===== config.mk =====
export PLATFORM = sky130hd
export DESIGN_NAME = group_distance_delta_top_flat
export DESIGN_NICKNAME = d
export VERILOG_FILES = /design/src/rtl/gdd_pkg.sv /design/src/rtl/gdd_if.sv /design/src/rtl/gdd_ctrl.sv /design/src/rtl/gdd_div.sv /design/src/rtl/gdd_datapath.sv /design/src/rtl/group_distance_delta_top.sv /design/src/flat_wrapper.sv
export SDC_FILE = /design/constraint.sdc
export NUM_CORES = 2
export LEC_CHECK = 0
export ABC_AREA = 1
export BUFFER_PORTS_ARGS = -buffer_cell sky130_fd_sc_hd__buf_2
export CAP_MARGIN = 30
export CELL_PAD_IN_SITES_DETAIL_PLACEMENT = 0
export CELL_PAD_IN_SITES_GLOBAL_PLACEMENT = 2
export CORE_MARGIN = 5
export CORE_UTILIZATION = 30
export CTS_BUF_LIST = sky130_fd_sc_hd__clkbuf_8
export CTS_CLUSTER_DIAMETER = 200
export CTS_CLUSTER_SIZE = 16
export DETAILED_ROUTE_END_ITERATION = 8
export GPL_ROUTABILITY_DRIVEN = 0
export PLACE_DENSITY = 0.62
export SYNTH_ARGS = -nofsm -noshare
export SYNTH_HDL_FRONTEND = slang
export SYNTH_SLANG_ARGS = --single-unit

===== constraint.sdc =====
create_clock -name i_clk -period 8.15 [get_ports i_clk]
set_input_delay 0.815 -clock i_clk [delete_from_list [all_inputs] [get_ports i_clk]]
set_output_delay 0.815 -clock i_clk [all_outputs]
set_load 0.01 [all_outputs]

===== src/rtl/gdd_pkg.sv =====
// Package for the group distance delta block: sizes, codes and the
// command/status structs between controller and datapath.
// No dependencies.
package gdd_pkg;

    // Sizes
    localparam int MAX_READS = 256;
    localparam int LBL_AW    = $clog2(MAX_READS);
    localparam int CNT_W     = $clog2(MAX_READS + 1);
    localparam int DIST_W    = 24;
    localparam int PAIR_W    = 15;
    localparam int SUM_W     = 40;
    localparam int DLT_W     = DIST_W + 1;
    localparam int CFG_AW    = 1;
    localparam int DIV_CW    = $clog2(SUM_W);

    localparam logic [PAIR_W-1:0] PAIR_MAX     = {PAIR_W{1'b1}};
    localparam logic [CNT_W-1:0]  MIN_READS_RST = CNT_W'(2);

    // Item functions
    localparam logic [1:0] FN_LABEL  = 2'd0;
    localparam logic [1:0] FN_ENTRY  = 2'd1;
    localparam logic [1:0] FN_FINISH = 2'd2;

    // Group labels
    localparam logic [1:0] LBL_A = 2'd0;
    localparam logic [1:0] LBL_B = 2'd1;

    // Result status codes
    localparam logic [1:0] RS_VALID     = 2'd0;
    localparam logic [1:0] RS_NO_READS  = 2'd1;
    localparam logic [1:0] RS_FEW_READS = 2'd2;
    localparam logic [1:0] RS_NO_PAIRS  = 2'd3;

    // Configuration register indexes
    localparam logic [CFG_AW-1:0] CFG_READ_COUNT = 1'b0;
    localparam logic [CFG_AW-1:0] CFG_MIN_READS  = 1'b1;

    // Controller to datapath
    typedef struct packed {
        logic lbl_wr;     // store a label
        logic ent_take;   // distance entry accepted
        logic fin_start;  // finish accepted, reset the sweep
        logic sweep;      // label sweep running
        logic div_start;  // launch the divider
        logic div_sel_b;  // divider works on the between-group sum
        logic cap_w;      // capture within mean
        logic cap_b;      // capture between mean
        logic out_load;   // load the result register, clear sums
    } t_gdd_cmd;

    // Datapath to controller
    typedef struct packed {
        logic sweep_done;
        logic div_done;
        logic out_free;
    } t_gdd_sts;

endpackage


===== src/rtl/gdd_if.sv =====
// Valid/ready channel interfaces for input items, results and config writes.
// Depends on gdd_pkg for field widths.
interface gdd_in_if;
    import gdd_pkg::*;
    logic              valid;
    logic              ready;
    logic [1:0]        func;
    logic [LBL_AW-1:0] row_index;
    logic [LBL_AW-1:0] col_index;
    logic [1:0]        label_code;
    logic [DIST_W-1:0] distance;
    logic              distance_missing;

    modport source (output valid, func, row_index, col_index, label_code, distance,
                    distance_missing, input ready);
    modport sink   (input valid, func, row_index, col_index, label_code, distance,
                    distance_missing, output ready);
endinterface

interface gdd_out_if;
    import gdd_pkg::*;
    logic              valid;
    logic              ready;
    logic [1:0]        status;
    logic [CNT_W-1:0]  count_a;
    logic [CNT_W-1:0]  count_b;
    logic [PAIR_W-1:0] pairs_within;
    logic [PAIR_W-1:0] pairs_between;
    logic [DIST_W-1:0] mean_within;
    logic [DIST_W-1:0] mean_between;
    logic signed [DLT_W-1:0] delta;

    modport source (output valid, status, count_a, count_b, pairs_within, pairs_between,
                    mean_within, mean_between, delta, input ready);
    modport sink   (input valid, status, count_a, count_b, pairs_within, pairs_between,
                    mean_within, mean_between, delta, output ready);
endinterface

interface gdd_cfg_if;
    import gdd_pkg::*;
    logic              valid;
    logic              ready;
    logic [CFG_AW-1:0] index;
    logic [CNT_W-1:0]  data;

    modport source (output valid, index, data, input ready);
    modport sink   (input valid, index, data, output ready);
endinterface


===== src/rtl/gdd_ctrl.sv =====
// Controller state machine: input handshake, finish sequence
// (sweep, two divisions, result load). Depends on gdd_pkg.
module gdd_ctrl (
    input  logic              i_clk,
    input  logic              i_rst_n,
    input  logic              i_in_valid,
    input  logic [1:0]        i_func,
    output logic              o_in_ready,
    input  gdd_pkg::t_gdd_sts i_sts,
    output gdd_pkg::t_gdd_cmd o_cmd
);
    import gdd_pkg::*;

    localparam logic [2:0] S_IDLE  = 3'd0;
    localparam logic [2:0] S_SWEEP = 3'd1;
    localparam logic [2:0] S_DIVW  = 3'd2;
    localparam logic [2:0] S_DIVB  = 3'd3;
    localparam logic [2:0] S_OUT   = 3'd4;

    logic [2:0] r_state;
    logic [2:0] n_state;

    // Next state and commands
    always_comb begin
        n_state    = r_state;
        o_cmd      = '0;
        o_in_ready = (r_state == S_IDLE);
        unique case (r_state)
            S_IDLE: begin
                if (i_in_valid) begin
                    case (i_func)
                        FN_LABEL:  o_cmd.lbl_wr = 1'b1;
                        FN_ENTRY:  o_cmd.ent_take = 1'b1;
                        FN_FINISH: begin
                            o_cmd.fin_start = 1'b1;
                            n_state         = S_SWEEP;
                        end
                        default: ;
                    endcase
                end
            end
            S_SWEEP: begin
                o_cmd.sweep = 1'b1;
                if (i_sts.sweep_done) begin
                    o_cmd.div_start = 1'b1;
                    n_state         = S_DIVW;
                end
            end
            S_DIVW: begin
                if (i_sts.div_done) begin
                    o_cmd.cap_w     = 1'b1;
                    o_cmd.div_start = 1'b1;
                    o_cmd.div_sel_b = 1'b1;
                    n_state         = S_DIVB;
                end
            end
            S_DIVB: begin
                if (i_sts.div_done) begin
                    o_cmd.cap_b = 1'b1;
                    n_state     = S_OUT;
                end
            end
            S_OUT: begin
                if (i_sts.out_free) begin
                    o_cmd.out_load = 1'b1;
                    n_state        = S_IDLE;
                end
            end
            default: n_state = S_IDLE;
        endcase
    end

    // State register
    always_ff @(posedge i_clk) begin
        if (!i_rst_n) begin
            r_state <= S_IDLE;
        end else begin
            r_state <= n_state;
        end
    end

endmodule


===== src/rtl/gdd_div.sv =====
// Restoring divider, one quotient bit per cycle, for the rounded means.
// Depends on gdd_pkg.
module gdd_div (
    input  logic              i_clk,
    input  logic              i_rst_n,
    input  logic              i_start,
    input  logic [gdd_pkg::SUM_W-1:0]  i_dividend,
    input  logic [gdd_pkg::PAIR_W-1:0] i_divisor,
    output logic              o_busy,
    output logic              o_done,
    output logic [gdd_pkg::DIST_W-1:0] o_quotient
);
    import gdd_pkg::*;

    logic              r_busy;
    logic              r_done;
    logic [DIV_CW-1:0] r_cnt;
    logic [SUM_W-1:0]  r_quo;
    logic [PAIR_W-1:0] r_rem;
    logic [PAIR_W-1:0] r_dvs;

    logic [PAIR_W:0]   w_shift;
    logic              w_ge;
    logic [PAIR_W:0]   w_diff;
    logic [PAIR_W-1:0] n_rem;

    // One restoring step
    always_comb begin
        w_shift = {r_rem, r_quo[SUM_W-1]};
        w_ge    = (w_shift >= {1'b0, r_dvs});
        w_diff  = w_shift - {1'b0, r_dvs};
        n_rem   = w_ge ? w_diff[PAIR_W-1:0] : w_shift[PAIR_W-1:0];
    end

    // Control: busy while the SUM_W quotient bits shift in, then a done beat
    always_ff @(posedge i_clk) begin
        if (!i_rst_n) begin
            r_busy <= 1'b0;
            r_done <= 1'b0;
            r_cnt  <= '0;
        end else begin
            r_done <= 1'b0;
            if (i_start) begin
                r_busy <= 1'b1;
                r_cnt  <= '0;
            end else if (r_busy) begin
                r_cnt <= r_cnt + 1'b1;
                if (r_cnt == DIV_CW'(SUM_W - 1)) begin
                    r_busy <= 1'b0;
                    r_done <= 1'b1;
                end
            end
        end
    end

    // Datapath: quotient shifts into the dividend register
    always_ff @(posedge i_clk) begin
        if (i_start) begin
            r_quo <= i_dividend;
            r_rem <= '0;
            r_dvs <= i_divisor;
        end else if (r_busy) begin
            r_quo <= {r_quo[SUM_W-2:0], w_ge};
            r_rem <= n_rem;
        end
    end

    assign o_busy     = r_busy;
    assign o_done     = r_done;
    assign o_quotient = r_quo[DIST_W-1:0];

endmodule


===== src/rtl/gdd_datapath.sv =====
// Datapath: config registers, label memory, pair accumulators, label sweep,
// shared divider and the result register. Depends on gdd_pkg and gdd_div.
module gdd_datapath (
    input  logic              i_clk,
    input  logic              i_rst_n,
    input  gdd_pkg::t_gdd_cmd i_cmd,
    output gdd_pkg::t_gdd_sts o_sts,
    // input payload
    input  logic [gdd_pkg::LBL_AW-1:0] i_row_index,
    input  logic [gdd_pkg::LBL_AW-1:0] i_col_index,
    input  logic [1:0]                 i_label_code,
    input  logic [gdd_pkg::DIST_W-1:0] i_distance,
    input  logic                       i_distance_missing,
    // config writes
    input  logic                       i_cfg_valid,
    input  logic [gdd_pkg::CFG_AW-1:0] i_cfg_index,
    input  logic [gdd_pkg::CNT_W-1:0]  i_cfg_data,
    // result channel
    input  logic                       i_out_ready,
    output logic                       o_out_valid,
    output logic [1:0]                 o_status,
    output logic [gdd_pkg::CNT_W-1:0]  o_count_a,
    output logic [gdd_pkg::CNT_W-1:0]  o_count_b,
    output logic [gdd_pkg::PAIR_W-1:0] o_pairs_within,
    output logic [gdd_pkg::PAIR_W-1:0] o_pairs_between,
    output logic [gdd_pkg::DIST_W-1:0] o_mean_within,
    output logic [gdd_pkg::DIST_W-1:0] o_mean_between,
    output logic signed [gdd_pkg::DLT_W-1:0] o_delta
);
    import gdd_pkg::*;

    // Config registers
    logic [CNT_W-1:0] r_read_count;
    logic [CNT_W-1:0] r_min_reads;
    logic [CNT_W-1:0] w_n;

    always_ff @(posedge i_clk) begin
        if (!i_rst_n) begin
            r_read_count <= '0;
            r_min_reads  <= MIN_READS_RST;
        end else if (i_cfg_valid) begin
            unique case (i_cfg_index)
                CFG_READ_COUNT: r_read_count <= i_cfg_data;
                CFG_MIN_READS:  r_min_reads  <= i_cfg_data;
                default: ;
            endcase
        end
    end

    // Clamp the read count to the label store depth
    assign w_n = (r_read_count > CNT_W'(MAX_READS)) ? CNT_W'(MAX_READS) : r_read_count;

    // Label memory: one write port, two registered read ports
    logic [1:0]        r_label_mem [MAX_READS];
    logic [1:0]        r_lbl_a;
    logic [1:0]        r_lbl_b;
    logic [LBL_AW-1:0] w_addr_a;
    logic [CNT_W-1:0]  r_sweep_idx;

    assign w_addr_a = i_cmd.sweep ? r_sweep_idx[LBL_AW-1:0] : i_row_index;

    always_ff @(posedge i_clk) begin
        if (i_cmd.lbl_wr) begin
            r_label_mem[i_row_index] <= i_label_code;
        end
        r_lbl_a <= r_label_mem[w_addr_a];
        r_lbl_b <= r_label_mem[i_col_index];
    end

    // Entry stage: check geometry and the missing flag now, labels arrive next cycle
    logic              r_ent_vld;
    logic [DIST_W-1:0] r_ent_dist;
    logic              w_ent_ok;

    assign w_ent_ok = i_cmd.ent_take && (i_row_index < i_col_index)
                      && (CNT_W'(i_col_index) < w_n) && !i_distance_missing;

    always_ff @(posedge i_clk) begin
        if (!i_rst_n) begin
            r_ent_vld <= 1'b0;
        end else begin
            r_ent_vld <= w_ent_ok;
        end
    end

    always_ff @(posedge i_clk) begin
        if (w_ent_ok) begin
            r_ent_dist <= i_distance;
        end
    end

    // Pair accumulators
    logic [SUM_W-1:0]  r_sum_w;
    logic [SUM_W-1:0]  r_sum_b;
    logic [PAIR_W-1:0] r_pw;
    logic [PAIR_W-1:0] r_pb;
    logic              w_lbl_ok;
    logic              w_same;

    assign w_lbl_ok = r_ent_vld && (r_lbl_a == LBL_A || r_lbl_a == LBL_B)
                      && (r_lbl_b == LBL_A || r_lbl_b == LBL_B);
    assign w_same   = (r_lbl_a == r_lbl_b);

    always_ff @(posedge i_clk) begin
        if (!i_rst_n) begin
            r_sum_w <= '0;
            r_sum_b <= '0;
            r_pw    <= '0;
            r_pb    <= '0;
        end else if (i_cmd.out_load) begin
            r_sum_w <= '0;
            r_sum_b <= '0;
            r_pw    <= '0;
            r_pb    <= '0;
        end else if (w_lbl_ok) begin
            // drop the entry once its pair count saturates
            if (w_same) begin
                if (r_pw != PAIR_MAX) begin
                    r_sum_w <= r_sum_w + SUM_W'(r_ent_dist);
                    r_pw    <= r_pw + 1'b1;
                end
            end else if (r_pb != PAIR_MAX) begin
                r_sum_b <= r_sum_b + SUM_W'(r_ent_dist);
                r_pb    <= r_pb + 1'b1;
            end
        end
    end

    // Label sweep: read one entry a cycle, count its group in the cycle after
    logic             r_sweep_vld;
    logic [CNT_W-1:0] r_cnt_a;
    logic [CNT_W-1:0] r_cnt_b;
    logic             w_sweep_more;

    assign w_sweep_more = (r_sweep_idx < w_n);

    always_ff @(posedge i_clk) begin
        if (!i_rst_n) begin
            r_sweep_idx <= '0;
            r_sweep_vld <= 1'b0;
            r_cnt_a     <= '0;
            r_cnt_b     <= '0;
        end else if (i_cmd.fin_start) begin
            r_sweep_idx <= '0;
            r_sweep_vld <= 1'b0;
            r_cnt_a     <= '0;
            r_cnt_b     <= '0;
        end else if (i_cmd.sweep) begin
            r_sweep_vld <= w_sweep_more;
            if (w_sweep_more) begin
                r_sweep_idx <= r_sweep_idx + 1'b1;
            end
            if (r_sweep_vld) begin
                if (r_lbl_a == LBL_A) begin
                    r_cnt_a <= r_cnt_a + 1'b1;
                end else if (r_lbl_a == LBL_B) begin
                    r_cnt_b <= r_cnt_b + 1'b1;
                end
            end
        end
    end

    // Shared divider: (sum + count/2) / count
    logic [SUM_W-1:0]  w_div_sum;
    logic [PAIR_W-1:0] w_div_cnt;
    logic [SUM_W-1:0]  w_dividend;
    logic              w_div_busy;
    logic              w_div_done;
    logic [DIST_W-1:0] w_quotient;

    assign w_div_sum  = i_cmd.div_sel_b ? r_sum_b : r_sum_w;
    assign w_div_cnt  = i_cmd.div_sel_b ? r_pb : r_pw;
    assign w_dividend = w_div_sum + SUM_W'(w_div_cnt >> 1);

    gdd_div u_div (
        .i_clk      (i_clk),
        .i_rst_n    (i_rst_n),
        .i_start    (i_cmd.div_start),
        .i_dividend (w_dividend),
        .i_divisor  (w_div_cnt),
        .o_busy     (w_div_busy),
        .o_done     (w_div_done),
        .o_quotient (w_quotient)
    );

    // Capture means, zero for an empty count
    logic [DIST_W-1:0] r_mean_w;
    logic [DIST_W-1:0] r_mean_b;

    always_ff @(posedge i_clk) begin
        if (i_cmd.cap_w) begin
            r_mean_w <= (r_pw == '0) ? '0 : w_quotient;
        end
        if (i_cmd.cap_b) begin
            r_mean_b <= (r_pb == '0) ? '0 : w_quotient;
        end
    end

    // Result status
    logic [1:0] w_status;
    logic       w_pairs_ok;

    always_comb begin
        if (w_n == '0) begin
            w_status = RS_NO_READS;
        end else if (r_cnt_a < r_min_reads || r_cnt_b < r_min_reads) begin
            w_status = RS_FEW_READS;
        end else if (r_pw == '0 || r_pb == '0) begin
            w_status = RS_NO_PAIRS;
        end else begin
            w_status = RS_VALID;
        end
        w_pairs_ok = (w_status == RS_VALID) || (w_status == RS_NO_PAIRS);
    end

    // Result register: holds until the beat is taken
    logic r_out_vld;

    always_ff @(posedge i_clk) begin
        if (!i_rst_n) begin
            r_out_vld <= 1'b0;
        end else if (i_cmd.out_load) begin
            r_out_vld <= 1'b1;
        end else if (i_out_ready) begin
            r_out_vld <= 1'b0;
        end
    end

    always_ff @(posedge i_clk) begin
        if (i_cmd.out_load) begin
            o_status        <= w_status;
            o_count_a       <= r_cnt_a;
            o_count_b       <= r_cnt_b;
            o_pairs_within  <= w_pairs_ok ? r_pw : '0;
            o_pairs_between <= w_pairs_ok ? r_pb : '0;
            o_mean_within   <= w_pairs_ok ? r_mean_w : '0;
            o_mean_between  <= w_pairs_ok ? r_mean_b : '0;
            o_delta         <= (w_status == RS_VALID)
                               ? DLT_W'({1'b0, r_mean_b}) - DLT_W'({1'b0, r_mean_w}) : '0;
        end
    end

    assign o_out_valid = r_out_vld;

    // Status to the controller
    assign o_sts.sweep_done = !r_sweep_vld && !w_sweep_more;
    assign o_sts.div_done   = w_div_done;
    assign o_sts.out_free   = !r_out_vld || i_out_ready;

`ifndef NO_ASSERTIONS
    // a new result never overwrites one still waiting
    a_load_free: assert property (@(posedge i_clk) disable iff (!i_rst_n)
        i_cmd.out_load |-> (!r_out_vld || i_out_ready))
        else $error("result loaded over a pending beat");

    // the shared divider is never restarted mid-division
    a_div_idle: assert property (@(posedge i_clk) disable iff (!i_rst_n)
        i_cmd.div_start |-> !w_div_busy)
        else $error("divider started while busy");

    // group counts never exceed the reads swept
    a_cnt_bound: assert property (@(posedge i_clk) disable iff (!i_rst_n)
        (i_cmd.sweep && o_sts.sweep_done)
        |-> (({1'b0, r_cnt_a} + {1'b0, r_cnt_b}) <= {1'b0, w_n}))
        else $error("group counts exceed read count");
`endif

endmodule


===== src/rtl/group_distance_delta_top.sv =====
// Label and distance items are accepted back to back while the controller is idle. A finish
// item sweeps the labels up to the clamped read count over the memory port, then runs one
// division per mean in the shared divider, then loads the result; items wait meanwhile.
// The result register holds a beat while new label and entry items are accepted.
// Reset (i_rst_n, synchronous, low) zeroes sums, counts and read count; labels stay.
module group_distance_delta_top (
    input logic       i_clk,
    input logic       i_rst_n,
    gdd_in_if.sink    i_in,
    gdd_out_if.source o_out,
    gdd_cfg_if.sink   i_cfg
);
    import gdd_pkg::*;

    t_gdd_cmd w_cmd;
    t_gdd_sts w_sts;
    logic     w_in_ready;

    // Config writes are always accepted
    assign i_cfg.ready = 1'b1;
    assign i_in.ready  = w_in_ready;

    gdd_ctrl u_ctrl (
        .i_clk      (i_clk),
        .i_rst_n    (i_rst_n),
        .i_in_valid (i_in.valid),
        .i_func     (i_in.func),
        .o_in_ready (w_in_ready),
        .i_sts      (w_sts),
        .o_cmd      (w_cmd)
    );

    gdd_datapath u_dp (
        .i_clk              (i_clk),
        .i_rst_n            (i_rst_n),
        .i_cmd              (w_cmd),
        .o_sts              (w_sts),
        .i_row_index        (i_in.row_index),
        .i_col_index        (i_in.col_index),
        .i_label_code       (i_in.label_code),
        .i_distance         (i_in.distance),
        .i_distance_missing (i_in.distance_missing),
        .i_cfg_valid        (i_cfg.valid),
        .i_cfg_index        (i_cfg.index),
        .i_cfg_data         (i_cfg.data),
        .i_out_ready        (o_out.ready),
        .o_out_valid        (o_out.valid),
        .o_status           (o_out.status),
        .o_count_a          (o_out.count_a),
        .o_count_b          (o_out.count_b),
        .o_pairs_within     (o_out.pairs_within),
        .o_pairs_between    (o_out.pairs_between),
        .o_mean_within      (o_out.mean_within),
        .o_mean_between     (o_out.mean_between),
        .o_delta            (o_out.delta)
    );

endmodule


===== src/flat_wrapper.sv =====
// flat-port wrapper written by rule: the top's interface ports become plain ports
module group_distance_delta_top_flat import gdd_pkg::*;
  (i_clk, i_rst_n, i_in_valid, i_in_func, i_in_row_index, i_in_col_index, i_in_label_code, i_in_distance, i_in_distance_missing, i_in_ready, o_out_valid, o_out_status, o_out_count_a, o_out_count_b, o_out_pairs_within, o_out_pairs_between, o_out_mean_within, o_out_mean_between, o_out_delta, o_out_ready, i_cfg_valid, i_cfg_index, i_cfg_data, i_cfg_ready);
  gdd_in_if i_in_i ();
  gdd_out_if o_out_i ();
  gdd_cfg_if i_cfg_i ();
  input logic i_clk;
  input logic i_rst_n;
  input wire logic [$bits(i_in_i.valid)-1:0] i_in_valid;
  input wire logic [$bits(i_in_i.func)-1:0] i_in_func;
  input wire logic [$bits(i_in_i.row_index)-1:0] i_in_row_index;
  input wire logic [$bits(i_in_i.col_index)-1:0] i_in_col_index;
  input wire logic [$bits(i_in_i.label_code)-1:0] i_in_label_code;
  input wire logic [$bits(i_in_i.distance)-1:0] i_in_distance;
  input wire logic [$bits(i_in_i.distance_missing)-1:0] i_in_distance_missing;
  output wire logic [$bits(i_in_i.ready)-1:0] i_in_ready;
  output wire logic [$bits(o_out_i.valid)-1:0] o_out_valid;
  output wire logic [$bits(o_out_i.status)-1:0] o_out_status;
  output wire logic [$bits(o_out_i.count_a)-1:0] o_out_count_a;
  output wire logic [$bits(o_out_i.count_b)-1:0] o_out_count_b;
  output wire logic [$bits(o_out_i.pairs_within)-1:0] o_out_pairs_within;
  output wire logic [$bits(o_out_i.pairs_between)-1:0] o_out_pairs_between;
  output wire logic [$bits(o_out_i.mean_within)-1:0] o_out_mean_within;
  output wire logic [$bits(o_out_i.mean_between)-1:0] o_out_mean_between;
  output wire logic [$bits(o_out_i.delta)-1:0] o_out_delta;
  input wire logic [$bits(o_out_i.ready)-1:0] o_out_ready;
  input wire logic [$bits(i_cfg_i.valid)-1:0] i_cfg_valid;
  input wire logic [$bits(i_cfg_i.index)-1:0] i_cfg_index;
  input wire logic [$bits(i_cfg_i.data)-1:0] i_cfg_data;
  output wire logic [$bits(i_cfg_i.ready)-1:0] i_cfg_ready;
  assign i_in_i.valid = i_in_valid;
  assign i_in_i.func = i_in_func;
  assign i_in_i.row_index = i_in_row_index;
  assign i_in_i.col_index = i_in_col_index;
  assign i_in_i.label_code = i_in_label_code;
  assign i_in_i.distance = i_in_distance;
  assign i_in_i.distance_missing = i_in_distance_missing;
  assign i_in_ready = i_in_i.ready;
  assign o_out_valid = o_out_i.valid;
  assign o_out_status = o_out_i.status;
  assign o_out_count_a = o_out_i.count_a;
  assign o_out_count_b = o_out_i.count_b;
  assign o_out_pairs_within = o_out_i.pairs_within;
  assign o_out_pairs_between = o_out_i.pairs_between;
  assign o_out_mean_within = o_out_i.mean_within;
  assign o_out_mean_between = o_out_i.mean_between;
  assign o_out_delta = o_out_i.delta;
  assign o_out_i.ready = o_out_ready;
  assign i_cfg_i.valid = i_cfg_valid;
  assign i_cfg_i.index = i_cfg_index;
  assign i_cfg_i.data = i_cfg_data;
  assign i_cfg_ready = i_cfg_i.ready;
  group_distance_delta_top u_core (.i_clk(i_clk), .i_rst_n(i_rst_n), .i_in(i_in_i), .o_out(o_out_i), .i_cfg(i_cfg_i));
endmodule

-- After elaboration in Yosys (flattened, before gate mapping)
Memory sizes are Yosys's and may differ from the RTL's. A register that Yosys moved wholly into a read port is not among the register bits.
Index checks and enable logic that the tools add are counted.
- add/subtract/negate cells: 11
- $lt $le $gt $ge: 7
- eq/ne operators: 19
- multiplexer cells: 39
- bitwise gates (word level): 5
- reduce and logical (&&, ||, !) cells: 38
- operators by type and width (cell ; count):
    $mux W40 ; 3
    $add A40 B24 Y40 ; 2
    $add A40 B14 Y40 ; 1
    $add A15 B1 Y15 const B ; 2
    $logic_not A15 Y1 ; 2
    $mux W15 ; 2
    $ne A15 B15 Y1 const B ; 2
    $add A9 B1 Y9 const B ; 3
    $lt A9 B9 Y1 ; 3
    $mux W3 ; 9
    $sub A24 B24 Y25 ; 1
    $mux W1 ; 17
    $ge A16 B15 Y1 ; 1
    $pmux W3 S5 ; 1
    $sub A15 B15 Y15 ; 1
    $ne A2 B2 Y1 const B ; 5
    $gt A9 B9 Y1 const B ; 1
    $logic_not A9 Y1 ; 1
    $lt A8 B9 Y1 ; 1
    $mux W9 ; 1
    $reduce_and A3 Y1 ; 3
    $logic_not A2 Y1 ; 4
    $lt A8 B8 Y1 ; 1
    $mux W2 ; 4
    22 further kinds ; 48
- flip-flop bits (word level): 434
- memory bits (writable): 512
- output and inout bits: 126
- logic and storage cells: 150
- memories kept: 1
- memories (name ; words ; bits a word ; read ports ; clocked after Yosys merged registers in ; wr ports ; RTL line ; RTL):
    u_core.u_dp.r_label_mem ; 256 ; 2 ; 2 ; 2 ; 1 ; gdd_datapath.sv:54 ; logic [1:0] r_label_mem [MAX_READS];

-- Depth between registers and ports, before layout
- word-level depth: 8
- gate-level depth with buffers: 25
- mapped depth without buffers: 20

-- Hierarchy
A second synthesis with hierarchy kept.
- cells, all modules: 6563
- area, all modules: 53239.8 um^2
- modules (own cells, without submodules) (module ; times used ; cells an instance ; area each (um^2) ; seq. area each (um^2)):
    gdd_datapath ; 1 ; 5963 ; 48575.3 ; 24473.5
    gdd_div ; 1 ; 553 ; 4399.2 ; 2112.0
    gdd_ctrl ; 1 ; 45 ; 254.0 ; 60.1
    group_distance_delta_top ; 1 ; 2 ; 11.3 ; 0.0

-- Worst setup path after synthesis
Ideal clock, no wire load.
- path type: input to register
- start: input o_out_ready
- end: register u_core.u_dp.r_sum_b[36]
- arrival time: 7.092 ns
- data required time: 8.032 ns
- slack: 0.940 ns
- stages on the path: 9
- path buffers: 2
- cells stage by stage: nor2_1 nor2_1 inv_1 nand2_1 inv_1 clkbuf_1 clkbuf_1 nand2_1 nor2_1
- RTL lines (what ; RTL line ; RTL):
    from (decl) ; flat_wrapper.sv:26 ; input wire logic [$bits(o_out_i.ready)-1:0] o_out_ready;
    to (signal assigned) ; gdd_datapath.sv:123 ; r_sum_b <= r_sum_b + SUM_W'(r_ent_dist);
    to (decl) ; gdd_datapath.sv:94 ; logic [SUM_W-1:0] r_sum_b;

-- Worst setup path after layout
- start: register u_core.u_ctrl.r_state[1]
- end: register u_core.u_dp.r_lbl_a[1] (read register of u_core.u_dp.r_label_mem)
- longest elaborated chain between the ends: 3
- ends and longest elaborated chain (what ; RTL line ; RTL):
    from (decl) ; gdd_ctrl.sv:20 ; logic [2:0] r_state;
    from (signal assigned) ; gdd_ctrl.sv:78 ; r_state <= n_state;
    $eq A3 B1 Y1 ; gdd_ctrl.sv:28 ; unique case (r_state)
    $mux W1 ; gdd_ctrl.sv:28 ;
    $mux W8 ; gdd_datapath.sv:60 ; assign w_addr_a = i_cmd.sweep ? r_sweep_idx[LBL_AW-1:0] : i_row_index;
    to (decl) ; gdd_datapath.sv:55 ; logic [1:0] r_lbl_a;
No other way between the ends.
A chain may end at the register's enable or synchronous reset.

==> impl_metrics.yaml <==
setup_path:
  end_kind: "flop"
  cp-start-kind: "flop"
  cp.arrival_ns: 5.51
  required_ns: 8.88
  r2r-start: "u_core.u_ctrl.r_state[1]$_SDFFE_PN0P_"
  critical_path_class: "reg -> reg"
  critPathMaxFanout: 170
  startpoint: "u_core.u_ctrl.r_state[1]$_SDFFE_PN0P_"
yosys:
  ys_ff_latch: 950
  netlist-cell-type-count: 55
  netlist_area_um2: 51700
  synth_edf_count: 762
  seq_area_frac_synth: 0.516
  ys_warn_count: 0
  synth_nets: 6453
  synth_top_area_share: 0.443
  yosysTopAreaCell: "edfxtp_1"
  async_flop_share: 0
  syn_area_per_cell_um2: 8.28
  synthTopCellsByArea: "edfxtp_1, nand2_1, dfxtp_1, nand3_1, inv_1"
  syn-instance-count: 6240
  synth_ff_type: "edfxtp_1"
final_layout:
  layout_commonest_cell: "nand2_1"
  area_delta_synth_final_pct: 8.67
  multi_input_area_um2: 20800
  final_cell_mix: "nand2_1, inv_1, edfxtp_1, nand3_1, nor2_1"
  regArea_um2: 26600
  finalNetCount: 6455
  nFillCells: 18314
  drive_gt1_frac: 0.0641
clock_tree:
  cts_setup_buffers: 0
  clock_latency_ns: 0.82
  root_buffer: "clkbuf_8"
  cts_max_level: 3
  ctsHoldBuffers: 0
  cts_tree: "done"
  cts_sinks: 950
  numCtsBuffers: 69
  clk_pin_slew_worst_paths_ns: 0.13
  cts.path.max_buffers: 3
  cts-resized-gates: 0
routing:
  drc: 0
  vias_per_cell: 5.01
  ant_nets: 0
  drt_iter0_drc: 3455
  vias: 43126
  drt_first_pass_iters: 6
  wl_per_cell_um: 22.7
  routed_wirelength_um: 195000
worst_hold_path:
  hold_start: "i_in_distance[20]"
  hp-class: "in -> reg"
sta:
  setup_viol: 0
  hold_viol: 0
  period_needed_ns: 4.78
  skew_ns: 0.0672
  drv_slew: 0
  max_freq_ghz: 0.209
  tns_ns: 0
  fin_crit_sh: 0.587
  tightest_slew_ns: 1.24
  slew_headroom: 0.173
  rsz0062_at_grt: "false"
floorplanning:
  std_cell_rows: 152
  fp.dieH_um: 425
  die-area_um2: 181000
  core_area_um2: 172000
  die_w_um: 425
  io_pins: 186
  initial_core_util: 0.301
global_route:
  grt_usage: 0.211
  grt_remaining_overflow: 0
  grt_pass1_wl_um: 287000
  antenna_found_initial: 14
  grt_max_degree: 185
  grt_pass1_vias: 41931
place:
  portBuffers: 184
  dp_hpwl_um: 128000
outcome:
  status: "completed"
flow_run:
  max_cap_viol_count: 0
power:
  total_power_mw: 11.2
  ir_drop_v: 0.000246
  leakage_nw: 22.1
  cellPowerDensity_nw_per_um2: 200
## power breakdown
| group | switching (mW) | internal (mW) |
|---|---|---|
| clock | 1.74 | 0.820 |
| sequential | 0.0778 | 5.36 |
| combinational | 2.37 | 0.838 |
| total | 4.19 | 7.02 |
## worst paths after layout
path / end / slack, ns / depth (start not counted)
hold reg to reg: u_core.u_dp.r_sum_b[2]$_SDFFE_PP0P_ / 0.48 / 2
setup reg to reg: u_core.u_dp.r_lbl_a[1]$_DFF_P_ / 3.37 / 15
hold / removal: u_core.u_dp.r_ent_dist[20]$_DFFE_PP_ / 0.17 / 1
setup / recovery: u_core.u_dp.r_lbl_a[1]$_DFF_P_ / 3.37 / 15
## worst max-delay path: stages (launching register included)
cell and delay (ns):
dfxtp_1 0.48, nor2_2 0.08, nand2_1 0.06, buf_4 0.28, nand2_1 0.60, nand2_4 0.89, buf_12 0.43, o21ai_0 0.17
nand2_1 0.10, nand3_1 0.10, nand3_1 0.21, nand3_1 0.14, nand3_1 0.18, nand3_1 0.23, nand3_1 0.13, nand2_1 0.05
## synthesized netlist by cell type (9+ instances only)
cell type	number
nand2_1	1187
inv_1	775
edfxtp_1	762
nand3_1	705
nor2_1	674
o21ai_0	559
a21oi_1	479
dfxtp_1	188
clkbuf_1	187
ha_1	148
buf_2	95
nor3_1	63
xor2_1	56
o211ai_1	47
xnor2_1	40
nand4_1	37
nor4_1	27
buf_1	26
o21ai_2	20
a31oi_1	18
o22ai_1	13
a21o_1	12
o21ai_1	12
inv_2	10
a211oi_1	9
o21a_1	9
## layer usage
layer | vias to the layer above | global-route usage | routed length [um]
li1 | 20966 | - | -
met1 | 21008 | 0.314 | 96800
met3 | 191 | 0.0182 | 8190
met5 | - | 0 | 0
met2 | 961 | 0.334 | 86700
met4 | 0 | 0.0452 | 3760
## stage by stage
stage                     cells  hold slack, ns  worst slack [ns]  cell area [um2]  utilization
final                      8601           0.170              3.37            56200        0.327
after global routing       8600          0.0991              3.11            56200        0.327
after CTS                  8599          0.0527              3.53            56200        0.327
after detailed placement   8481           0.463              3.48            55000        0.320
after global placement     8474           0.459              3.55            54800        0.319
after floorplan            6240           0.430             0.940            51700            -
## cells by family after synthesis
group	count (synthesis)	synth area share
XOR/XNOR	96	0.0163
AO/OA/AOI/OAI	1207	0.125
adder cells (fa/ha/maj)	153	0.0378
buffers and inverters	1111	0.0842
other	1	0.0000726
AND/OR/NAND/NOR	2722	0.221
flip-flops	950	0.516
## state kept, by name, summed over array words and instances, names as in the netlist, 15 cells and up
signal and flops:
u_core.u_dp.r_label_mem 512, u_core.u_dp.r_mean_w 24, u_core.u_dp.r_ent_dist 24, u_core.u_dp.r_sum_w 40, u_core.u_dp.r_mean_b 24, u_core.u_dp.r_sum_b 40, u_core.u_dp.o_pairs_within 15, u_core.u_dp.o_mean_within 24
u_core.u_dp.o_pairs_between 15, u_core.u_dp.u_div.r_quo 40, u_core.u_dp.r_pb 15, u_core.u_dp.r_pw 15, u_core.u_dp.o_delta 25, u_core.u_dp.o_mean_between 24, u_core.u_dp.u_div.r_dvs 15, u_core.u_dp.u_div.r_rem 15
## cell type report
class                      instances  share of cell area
sequential                       950               0.474
multi-input combinational       4179               0.370
inverter                         792              0.0530
tap                             2310              0.0515
timing repair buffer             250              0.0294
clock buffer                      70              0.0172
clock inverter                    48             0.00397
antenna                            2           0.0000891
Note: power is estimated with default switching activity, not from simulation.
